--- src/design/bit_aligned_raster_op_core_macros.svh ---
// ---------------------------------------------------------------------------
// Assertion macros for the raster op core
// Clocked on i_clk, disabled while i_rst_n is low.
// ---------------------------------------------------------------------------
`ifndef BIT_ALIGNED_RASTER_OP_CORE_MACROS_SVH
`define BIT_ALIGNED_RASTER_OP_CORE_MACROS_SVH

`ifndef SYNTH

// condition must never hold
`define BAR_ASSERT_NEVER(label, cond) \
    label: assert property (@(posedge i_clk) disable iff (!i_rst_n) !(cond)) \
        else $error("raster op core: forbidden condition seen");

// antecedent implies consequent in the same cycle
`define BAR_ASSERT_IMPLY(label, ante, cons) \
    label: assert property (@(posedge i_clk) disable iff (!i_rst_n) (ante) |-> (cons)) \
        else $error("raster op core: implication failed");

// antecedent implies consequent in the next cycle
`define BAR_ASSERT_NEXT(label, ante, cons) \
    label: assert property (@(posedge i_clk) disable iff (!i_rst_n) (ante) |=> (cons)) \
        else $error("raster op core: next-cycle implication failed");

`else

`define BAR_ASSERT_NEVER(label, cond)
`define BAR_ASSERT_IMPLY(label, ante, cons)
`define BAR_ASSERT_NEXT(label, ante, cons)

`endif

`endif

--- src/design/bar_pkg.sv ---
// ---------------------------------------------------------------------------
// bar_pkg
// Shared types, register indexes, operation codes and byte helpers.
// ---------------------------------------------------------------------------
package bar_pkg;

    localparam int LENGTH_WIDTH_DEF = 20;
    localparam int CFG_ADDR_W       = 3;
    localparam int INDEX_W          = 18;
    localparam int FIFO_DEPTH       = 8;
    localparam int FIFO_PTR_W       = 3;
    localparam int FIFO_CNT_W       = 4;

    // register indexes
    localparam logic [CFG_ADDR_W-1:0] CFG_BOOL_OP     = 3'd0;
    localparam logic [CFG_ADDR_W-1:0] CFG_X_OFFSET    = 3'd1;
    localparam logic [CFG_ADDR_W-1:0] CFG_Y_OFFSET    = 3'd2;
    localparam logic [CFG_ADDR_W-1:0] CFG_DEST_OFFSET = 3'd3;
    localparam logic [CFG_ADDR_W-1:0] CFG_LENGTH      = 3'd4;

    // boolean operation codes
    localparam logic [3:0] OP_CLR   = 4'd0;
    localparam logic [3:0] OP_SET   = 4'd1;
    localparam logic [3:0] OP_1     = 4'd2;
    localparam logic [3:0] OP_2     = 4'd3;
    localparam logic [3:0] OP_C1    = 4'd4;
    localparam logic [3:0] OP_C2    = 4'd5;
    localparam logic [3:0] OP_AND   = 4'd6;
    localparam logic [3:0] OP_IOR   = 4'd7;
    localparam logic [3:0] OP_XOR   = 4'd8;
    localparam logic [3:0] OP_EQV   = 4'd9;
    localparam logic [3:0] OP_NAND  = 4'd10;
    localparam logic [3:0] OP_NOR   = 4'd11;
    localparam logic [3:0] OP_ANDC1 = 4'd12;
    localparam logic [3:0] OP_ANDC2 = 4'd13;
    localparam logic [3:0] OP_ORC1  = 4'd14;
    localparam logic [3:0] OP_ORC2  = 4'd15;

    typedef struct packed {
        logic [3:0] bool_op;
        logic [2:0] x_bit_offset;
        logic [2:0] y_bit_offset;
        logic [2:0] dest_bit_offset;
    } t_cfg;

    typedef struct packed {
        logic               out_last;
        logic [INDEX_W-1:0] out_index;
        logic [7:0]         out_byte;
    } t_res;

    typedef struct packed {
        logic                  busy;
        logic                  at_start;
    } t_dp_stat;

    function automatic logic [7:0] bool_apply(input logic [3:0] op,
                                              input logic [7:0] a,
                                              input logic [7:0] b);
        logic [7:0] r;
        case (op)
            OP_CLR:   r = 8'h00;
            OP_SET:   r = 8'hFF;
            OP_1:     r = a;
            OP_2:     r = b;
            OP_C1:    r = ~a;
            OP_C2:    r = ~b;
            OP_AND:   r = a & b;
            OP_IOR:   r = a | b;
            OP_XOR:   r = a ^ b;
            OP_EQV:   r = ~(a ^ b);
            OP_NAND:  r = ~(a & b);
            OP_NOR:   r = ~(a | b);
            OP_ANDC1: r = ~a & b;
            OP_ANDC2: r = a & ~b;
            OP_ORC1:  r = ~a | b;
            default:  r = a | ~b;
        endcase
        return r;
    endfunction

    // byte that starts at bit offset off of the pair {hi, lo}, MSB first
    function automatic logic [7:0] align_byte(input logic [7:0] hi,
                                              input logic [7:0] lo,
                                              input logic [2:0] off);
        logic [15:0] t;
        t = {hi, lo} << off;
        return t[15:8];
    endfunction

    // top n bits of a byte set
    function automatic logic [7:0] top_mask(input logic [2:0] n);
        logic [15:0] t;
        t = 16'hFF00 >> n;
        return t[7:0];
    endfunction

endpackage

--- src/design/bar_cfg.sv ---
// ---------------------------------------------------------------------------
// bar_cfg
// Configuration registers; flags a stream restart on every valid write.
// ---------------------------------------------------------------------------
module bar_cfg
    import bar_pkg::*;
#(
    parameter int LENGTH_WIDTH = LENGTH_WIDTH_DEF
) (
    input  logic                    i_clk,
    input  logic                    i_rst_n,
    input  logic                    i_cfg_we,
    input  logic [CFG_ADDR_W-1:0]   i_cfg_addr,
    input  logic [LENGTH_WIDTH-1:0] i_cfg_wdata,
    output t_cfg                    o_cfg,
    output logic [LENGTH_WIDTH-1:0] o_length,
    output logic                    o_clear
);

    t_cfg                    r_cfg;
    logic [LENGTH_WIDTH-1:0] r_length;

    always_ff @(posedge i_clk) begin
        if (!i_rst_n) begin
            r_cfg    <= '0;
            r_length <= '0;
        end else if (i_cfg_we) begin
            case (i_cfg_addr)
                CFG_BOOL_OP:     r_cfg.bool_op         <= i_cfg_wdata[3:0];
                CFG_X_OFFSET:    r_cfg.x_bit_offset    <= i_cfg_wdata[2:0];
                CFG_Y_OFFSET:    r_cfg.y_bit_offset    <= i_cfg_wdata[2:0];
                CFG_DEST_OFFSET: r_cfg.dest_bit_offset <= i_cfg_wdata[2:0];
                CFG_LENGTH:      r_length              <= i_cfg_wdata;
                default:         ;
            endcase
        end
    end

    // restart on any write to a defined register
    assign o_clear  = i_cfg_we && (i_cfg_addr <= CFG_LENGTH);
    assign o_cfg    = r_cfg;
    assign o_length = r_length;

endmodule

--- src/design/bar_dp.sv ---
// ---------------------------------------------------------------------------
// bar_dp
// Input register, stream state and the align / boolean / merge datapath.
// ---------------------------------------------------------------------------
module bar_dp
    import bar_pkg::*;
#(
    parameter int LENGTH_WIDTH = LENGTH_WIDTH_DEF
) (
    input  logic                    i_clk,
    input  logic                    i_rst_n,
    input  t_cfg                    i_cfg,
    input  logic [LENGTH_WIDTH-1:0] i_length,
    input  logic                    i_clear,
    input  logic                    i_accept,
    input  logic [7:0]              i_x_byte,
    input  logic [7:0]              i_y_byte,
    input  logic [7:0]              i_dest_byte,
    output logic [1:0]              o_push,
    output t_res                    o_res0,
    output t_res                    o_res1,
    output t_dp_stat                o_stat
);

    localparam int CW = LENGTH_WIDTH - 2;
    localparam int NW = LENGTH_WIDTH - 3;

    logic          r_in_valid;
    logic [7:0]    r_x, r_y, r_d;
    logic [7:0]    r_prev_x, r_prev_y, r_pending;
    logic [CW-1:0] r_count;

    logic [7:0]    n_prev_x, n_prev_y, n_pending;
    logic [CW-1:0] n_count;

    logic [NW-1:0]        nfull;
    logic [2:0]           rem;
    logic [CW-1:0]        steps;
    logic [CW-1:0]        idx_i;
    logic [CW+INDEX_W-1:0] ext_i, ext_k;
    logic [7:0]           ax, ay, op_byte, fin_byte, cur, mrem, keep;
    logic [15:0]          sh;
    logic [7:0]           first_b, next_b;

    assign nfull = i_length[LENGTH_WIDTH-1:3];
    assign rem   = i_length[2:0];
    assign steps = {1'b0, nfull} + CW'(rem != 3'd0);
    assign idx_i = r_count - CW'(1);
    assign ext_i = {{INDEX_W{1'b0}}, idx_i};
    assign ext_k = {{INDEX_W{1'b0}}, r_count};

    always_comb begin
        ax      = align_byte(r_prev_x, r_x, i_cfg.x_bit_offset);
        ay      = align_byte(r_prev_y, r_y, i_cfg.y_bit_offset);
        op_byte = bool_apply(i_cfg.bool_op, ax, ay);
        cur     = align_byte(r_pending, r_d, i_cfg.dest_bit_offset);
        mrem    = top_mask(rem);
        // final partial byte: keep destination bits past the length
        fin_byte = (idx_i == {1'b0, nfull}) ? ((cur & ~mrem) | (op_byte & mrem)) : op_byte;
        keep     = top_mask(i_cfg.dest_bit_offset);
        sh       = {fin_byte, 8'h00} >> i_cfg.dest_bit_offset;
        first_b  = (r_pending & keep) | (sh[15:8] & ~keep);
        next_b   = (r_d & ~keep) | (sh[7:0] & keep);
    end

    always_comb begin
        o_push    = 2'd0;
        o_res0    = '{out_last: 1'b0, out_index: ext_i[INDEX_W-1:0], out_byte: first_b};
        o_res1    = '{out_last: 1'b1, out_index: ext_k[INDEX_W-1:0], out_byte: next_b};
        n_prev_x  = r_prev_x;
        n_prev_y  = r_prev_y;
        n_pending = r_pending;
        n_count   = r_count;
        if (r_in_valid) begin
            if (r_count == '0) begin
                n_pending = r_d;
                n_prev_x  = r_x;
                n_prev_y  = r_y;
                if (steps == '0) begin
                    // zero length: pass destination byte 0 through as the last
                    o_push    = 2'd1;
                    o_res0    = '{out_last: 1'b1, out_index: '0, out_byte: r_d};
                    n_pending = '0;
                    n_prev_x  = '0;
                    n_prev_y  = '0;
                end else begin
                    n_count = CW'(1);
                end
            end else if (r_count >= steps) begin
                o_push    = 2'd2;
                n_pending = '0;
                n_prev_x  = '0;
                n_prev_y  = '0;
                n_count   = '0;
            end else begin
                o_push    = 2'd1;
                n_pending = next_b;
                n_prev_x  = r_x;
                n_prev_y  = r_y;
                n_count   = r_count + CW'(1);
            end
        end
    end

    always_ff @(posedge i_clk) begin
        if (!i_rst_n) begin
            r_in_valid <= 1'b0;
            r_prev_x   <= '0;
            r_prev_y   <= '0;
            r_pending  <= '0;
            r_count    <= '0;
        end else begin
            r_in_valid <= i_accept;
            if (i_clear) begin
                r_prev_x  <= '0;
                r_prev_y  <= '0;
                r_pending <= '0;
                r_count   <= '0;
            end else begin
                r_prev_x  <= n_prev_x;
                r_prev_y  <= n_prev_y;
                r_pending <= n_pending;
                r_count   <= n_count;
            end
        end
    end

    always_ff @(posedge i_clk) begin
        if (i_accept) begin
            r_x <= i_x_byte;
            r_y <= i_y_byte;
            r_d <= i_dest_byte;
        end
    end

    assign o_stat = '{busy: r_in_valid, at_start: (r_count == '0)};

endmodule

--- src/design/bar_fifo.sv ---
// ---------------------------------------------------------------------------
// bar_fifo
// Result queue: takes up to two items per cycle, hands out one.
// ---------------------------------------------------------------------------
module bar_fifo
    import bar_pkg::*;
(
    input  logic                  i_clk,
    input  logic                  i_rst_n,
    input  logic [1:0]            i_push,
    input  t_res                  i_res0,
    input  t_res                  i_res1,
    input  logic                  i_pop,
    output t_res                  o_head,
    output logic                  o_valid,
    output logic [FIFO_CNT_W-1:0] o_count
);

    t_res                  r_mem [FIFO_DEPTH];
    logic [FIFO_PTR_W-1:0] r_wr, r_rd;
    logic [FIFO_CNT_W-1:0] r_count;
    logic                  pop_ok;

    assign pop_ok = i_pop && (r_count != '0);

    always_ff @(posedge i_clk) begin
        if (i_push != 2'd0) begin
            r_mem[r_wr] <= i_res0;
        end
        if (i_push == 2'd2) begin
            r_mem[r_wr + FIFO_PTR_W'(1)] <= i_res1;
        end
    end

    always_ff @(posedge i_clk) begin
        if (!i_rst_n) begin
            r_wr    <= '0;
            r_rd    <= '0;
            r_count <= '0;
        end else begin
            r_wr    <= r_wr + FIFO_PTR_W'(i_push);
            r_rd    <= r_rd + FIFO_PTR_W'(pop_ok);
            r_count <= r_count + FIFO_CNT_W'(i_push) - FIFO_CNT_W'(pop_ok);
        end
    end

    assign o_head  = r_mem[r_rd];
    assign o_valid = (r_count != '0);
    assign o_count = r_count;

endmodule

--- src/design/bit_aligned_raster_op_core.sv ---
// ---------------------------------------------------------------------------
// bit_aligned_raster_op_core
// Bit-aligned raster op: align two source byte streams, combine them with one
// of sixteen boolean operations and merge the result into the destination.
// ---------------------------------------------------------------------------
// Feed one item per byte index: raw first-source, second-source and
// destination bytes at the same index, starting at index 0. An operation of
// length_bits bits takes ceil(length_bits/8)+1 items; the first item emits
// nothing (unless the length is zero), each later item emits the finished
// destination byte before it, and the final item also emits the last byte
// with tlast set. Destination bits outside the length come back unchanged.
// The core accepts one item per clock while tready is high: each item is
// registered, processed against the held previous bytes, and its one or
// two result items drop into an eight-entry output queue. tready falls only
// when the queue lacks room for two more results beyond the one item in
// flight, so with a consumer that takes one item per cycle the rate is one
// item per clock; the item that ends an operation delivers two results.
// Writing any defined register restarts the operation; write registers only
// while the core is idle. Writes to undefined indexes are dropped. Output
// byte indexes wrap modulo 2^18.
// ---------------------------------------------------------------------------
`include "bit_aligned_raster_op_core_macros.svh"

module bit_aligned_raster_op_core
    import bar_pkg::*;
#(
    parameter int LENGTH_WIDTH = LENGTH_WIDTH_DEF
) (
    input  logic                    i_clk,
    input  logic                    i_rst_n,
    // configuration write port
    input  logic                    i_cfg_we,
    input  logic [CFG_ADDR_W-1:0]   i_cfg_addr,
    input  logic [LENGTH_WIDTH-1:0] i_cfg_wdata,
    // input items
    input  logic                    s_axis_tvalid,
    output logic                    s_axis_tready,
    input  logic [23:0]             s_axis_tdata,  // x_byte[7:0], y_byte[15:8], dest_byte[23:16]
    // result items
    output logic                    m_axis_tvalid,
    input  logic                    m_axis_tready,
    output logic [31:0]             m_axis_tdata,  // out_byte[7:0], out_index[25:8], zero pad
    output logic                    m_axis_tlast   // out_last
);

    t_cfg                    cfg;
    logic [LENGTH_WIDTH-1:0] length;
    logic                    cfg_clear;
    logic                    accept;
    logic [1:0]              push;
    t_res                    res0, res1, head;
    t_dp_stat                dp_stat;
    logic [FIFO_CNT_W-1:0]   q_count;
    logic [FIFO_CNT_W:0]     q_need;

    bar_cfg #(
        .LENGTH_WIDTH (LENGTH_WIDTH)
    ) u_cfg (
        .i_clk       (i_clk),
        .i_rst_n     (i_rst_n),
        .i_cfg_we    (i_cfg_we),
        .i_cfg_addr  (i_cfg_addr),
        .i_cfg_wdata (i_cfg_wdata),
        .o_cfg       (cfg),
        .o_length    (length),
        .o_clear     (cfg_clear)
    );

    // reserve two queue slots for the item in flight and two for a new one
    assign q_need        = {1'b0, q_count} + (dp_stat.busy ? (FIFO_CNT_W+1)'(2) : '0);
    assign s_axis_tready = (q_need <= (FIFO_CNT_W+1)'(FIFO_DEPTH - 2));
    assign accept        = s_axis_tvalid && s_axis_tready;

    bar_dp #(
        .LENGTH_WIDTH (LENGTH_WIDTH)
    ) u_dp (
        .i_clk       (i_clk),
        .i_rst_n     (i_rst_n),
        .i_cfg       (cfg),
        .i_length    (length),
        .i_clear     (cfg_clear),
        .i_accept    (accept),
        .i_x_byte    (s_axis_tdata[7:0]),
        .i_y_byte    (s_axis_tdata[15:8]),
        .i_dest_byte (s_axis_tdata[23:16]),
        .o_push      (push),
        .o_res0      (res0),
        .o_res1      (res1),
        .o_stat      (dp_stat)
    );

    bar_fifo u_fifo (
        .i_clk   (i_clk),
        .i_rst_n (i_rst_n),
        .i_push  (push),
        .i_res0  (res0),
        .i_res1  (res1),
        .i_pop   (m_axis_tready),
        .o_head  (head),
        .o_valid (m_axis_tvalid),
        .o_count (q_count)
    );

    assign m_axis_tdata = {6'b0, head.out_index, head.out_byte};
    assign m_axis_tlast = head.out_last;

    // queue never overflows
    `BAR_ASSERT_NEVER(a_q_overflow, q_count > FIFO_CNT_W'(FIFO_DEPTH))
    // ready is withheld once the queue is short of room
    `BAR_ASSERT_IMPLY(a_ready_room, s_axis_tready, q_need <= (FIFO_CNT_W+1)'(FIFO_DEPTH - 2))
    // a write to a defined register restarts the operation
    `BAR_ASSERT_NEXT(a_cfg_restart, cfg_clear, dp_stat.at_start)
    // results only come from an item that was taken the cycle before
    `BAR_ASSERT_IMPLY(a_push_src, push != 2'd0, dp_stat.busy)

endmodule
--- config.mk ---
export PLATFORM = sky130hd
export DESIGN_NAME = bit_aligned_raster_op_core
export DESIGN_NICKNAME = d
export VERILOG_FILES = /design/src/design/bar_pkg.sv /design/src/design/bar_cfg.sv /design/src/design/bar_dp.sv /design/src/design/bar_fifo.sv /design/src/design/bit_aligned_raster_op_core.sv
export VERILOG_INCLUDE_DIRS = /design/src /design/src/design
export SDC_FILE = /design/constraint.sdc
export NUM_CORES = 1
export LEC_CHECK = 0
export BUFFER_PORTS_ARGS = -buffer_cell sky130_fd_sc_hd__buf_4
export CAP_MARGIN = 10
export CORE_MARGIN = 2
export CORE_UTILIZATION = 35
export CTS_BUF_LIST = sky130_fd_sc_hd__clkbuf_8
export DETAILED_ROUTE_END_ITERATION = 8
export PLACE_DENSITY = 0.62
export SYNTH_ARGS = -nofsm -noshare
export SYNTH_HDL_FRONTEND = slang
export SYNTH_SLANG_ARGS = --single-unit
--- constraint.sdc ---
create_clock -name i_clk -period 6.06 [get_ports i_clk]
set_input_delay 1.212 -clock i_clk [delete_from_list [all_inputs] [get_ports i_clk]]
set_output_delay 1.212 -clock i_clk [all_outputs]
set_load 0.05 [all_outputs]
==> impl_metrics.toml <==
[setup_path]
crit_buf_inv = 1
r2r-start = "u_dp.r_count[1]$_SDFFE_PP0P_"
cp_top_family = "compound AO/OA/AOI/OAI gates"
worstPathCellList = "clkinv_1 > ha_1 > or3b_1 > nor3_4 > xor2_1 > a2111oi_2 > nand4_4 > o41ai_1 > a21oi_1 > a211oi_1 > nand3_1 > o211ai_1"
path_max_fanout = 19
r2r_slack_ps = 660
worstRegToRegCells = 12
cp-start-kind = "register"
slowest_stage = "o41ai_1"
worstReg2RegEnd = "u_fifo.r_mem[5][0]$_DFFE_PP_"
critPathKind = "register to register"
max_stage_delay_ps = 760
arrival_ps = 5890
cp.required_ps = 6550
critPathCaptureType = "register"

[global_route]
gr-total-overflow = 0
grt_pass1_wl_mm = 100.1
grt_max_degree = 47
antenna_found_initial = 0
grt_pass1_vias = 16670
track_usage = 0.2128

[timing]
final_max_slew_viol_count = 0
fin_ws_ps = 663.1
final-setup-viol-count = 0
rsz0062_at_grt = "no"
fin_setup_tns_ps = 0
hold_violations = 0
finalCriticalPeriod_ps = 5397
fin_worst_skew_ps = 37.78
max_freq_ghz = 0.1853
period_share = 0.8906
worstMarginPinSlew_ps = 1219
slew_headroom = 0.1817

[detailed_routing]
via_per_inst = 5.915
post_drt_wl_per_cell_um = 22.51
drc = 0
wirelength_mm = 65.86
first_iter_violations = 1905
firstDrtPassIters = 7
antenna_left = 0
dr_total_vias = 17300

[logic_synthesis]
synthTopCellsByCount = "o21ai_0, edfxtp_1, nor2_1"
syn_area_sq_um = 20850
synth_edf_count = 232
ys_seq_elements = 326
synth.most_common_cell = "o21ai_0"
postSynth.asyncResetShare = 0
synth.largest_area_cell = "edfxtp_1"
yosysSeqAreaShare = 0.4244
syn_area_per_cell_sq_um = 9.953
ys_warn_count = 0
ys_types = 96
synth_cells = 2095
ys.flop_type = "edfxtp_1"
synth_top_area_share = 0.3341
ys_top_cells_by_area = "edfxtp_1, dfxtp_1, mux4_2, o21ai_0, nor2_1"

[pwr]
p_leak_nw = 8.085
power.density_nw_per_um2 = 279.1
ir_worst_vdd_mv = 0.1647

[min_path]
hp-class = "register to register"
whs_path_depth = 1
hp-start = "u_fifo.r_mem[4][26]$_SDFFE_PP1P_"
worstHoldEndpoint = "u_fifo.r_mem[4][26]$_SDFFE_PP1P_"

[die]
die_x_um = 248.1
pin_count = 87
die_y_um = 248.1
start_util = 0.3540
row_count = 89
core_area_sq_um = 58910
dieArea_sq_um = 61540

[clocking]
post_cts_resized = 0
htreeDepth = 2
clk_pin_slew_ps = 60
clk_path_buf_depth = 3
cts_tree = "done"
worst_skew_pair.late_latency_ps = 690
cts_hold_buf = 0
cts_buffers = 59
cts.root.buffer_cell = "clkbuf_8"
postCtsSetupBuffers = 0
clock-sinks = 326

[place]
placed_area_sq_um = 22160
place_congestion = 0.9265
dpl_worst_slack_ps = 758.0
io_buffers = 80
dpl.hpwl_mm = 43.33

[cells_and_area]
nNetsFinal = 2223
antenna_cells = 0
syn_to_final_growth_pct = 12.49
fin_util = 0.3982
drive_gt1_frac = 0.1710
fin_area_sq_um = 23460
fill_cells = 5663

[job]
cap_violations = 0

[outcome]
status = "finished, final reports clean"
[worst max-delay path by stage]
stage / start / end / slack [ps] / cells past startpoint
floorplan: u_cfg.o_length[1]$_SDFFE_PN0P_ / u_fifo.r_mem[0][26]$_SDFFE_PP1P_ / 1510 / 18
global placement: u_cfg.o_length[2]$_SDFFE_PN0P_ / u_fifo.o_count[3]$_SDFF_PN0_ / 920 / 21
detailed placement: u_dp.r_count[1]$_SDFFE_PP0P_ / u_fifo.r_mem[5][0]$_DFFE_PP_ / 760 / 12
CTS: u_dp.r_count[1]$_SDFFE_PP0P_ / u_fifo.r_mem[5][0]$_DFFE_PP_ / 720 / 12
global route: u_dp.r_count[1]$_SDFFE_PP0P_ / u_fifo.r_mem[5][0]$_DFFE_PP_ / 230 / 12
finish: u_dp.r_count[1]$_SDFFE_PP0P_ / u_fifo.r_mem[5][0]$_DFFE_PP_ / 660 / 12
[kinds of logic (layout without fill, tap and decap cells)]
| logic type | Yosys count | after routing | synth area share |
|---|---|---|---|
| xor+xnor | 68 | 68 | 0.02922 |
| compound gates | 569 | 569 | 0.1737 |
| mux | 185 | 185 | 0.1361 |
| simple gates | 644 | 644 | 0.1498 |
| other cells | 1 | 6 | 0.0001798 |
| buf+inv | 232 | 284 | 0.04392 |
| fa+ha+maj | 70 | 70 | 0.04272 |
| flops | 326 | 326 | 0.4244 |
[layout by cell type (no fill, tap or decap), drive strengths merged, types with 24 or more instances in the layout]
master | synthesis | final
nor2 | 233 | 233
ha | 68 | 68
a21oi | 47 | 47
xnor2 | 41 | 41
nand3 | 51 | 51
buf | 31 | 127
o22ai | 46 | 46
mux2 | 38 | 38
mux2i | 73 | 73
edfxtp | 232 | 232
nor3 | 38 | 38
inv | 40 | 62
o21ai | 277 | 277
and2 | 24 | 24
nand2 | 160 | 160
clkbuf | 156 | 72
mux4 | 74 | 74
dfxtp | 94 | 94
xor2 | 26 | 26
[stage by stage]
stage / hold slack, ps / power (mW) / cells
2_1_floorplan: 435.4 / 3.830 / 2100
3_3_place_gp: 442.5 / 4.325 / 2813
3_5_place_dp: 452.4 / 4.348 / 2813
4_1_cts: 465.9 / 6.618 / 2925
5_1_grt: 481.0 / 6.832 / 2925
6_report: 462.0 / 6.547 / 2925
[where the power goes]
group          total (mW)  internal (mW)  switching, mW
clock                2.25           1.26          0.996
sequential           2.67           2.49          0.180
combinational        1.63          0.641          0.985
total                6.55           4.39           2.16
[per-layer routing]
metal  track usage  wire length, um  up-vias
li1              -                -     7845
met1        0.2838            26770     8345
met2        0.3431            30530      928
met3       0.03782             6094      183
met4       0.08401             2459        0
met5             0                0        -
[cell type report]
type                            instances  area (sq um)  area share
Clock buffer                           72         991.0     0.04225
Multi-Input combinational cell       1542         11180      0.4766
Clock inverter                         40         304.0     0.01296
Sequential cell                       326          8853      0.3775
Inverter                               45         168.9    0.007202
Timing Repair Buffer                  127         991.0     0.04225
Tap cell                              773         967.2     0.04124
[state kept, by name (all words and copies together), names as in the netlist]
register / flops
u_fifo.r_mem: 216
u_cfg.o_length: 20
u_dp.r_count: 18
u_cfg.o_cfg: 13
u_dp.r_d: 8
u_dp.r_pending: 8
u_dp.r_prev_x: 8
u_dp.r_prev_y: 8
u_dp.r_x: 8
u_dp.r_y: 8
u_fifo.o_count: 4
u_fifo.r_rd: 3
u_fifo.r_wr: 3
u_dp.r_in_valid: 1
Power figures use the tool's default switching activity.
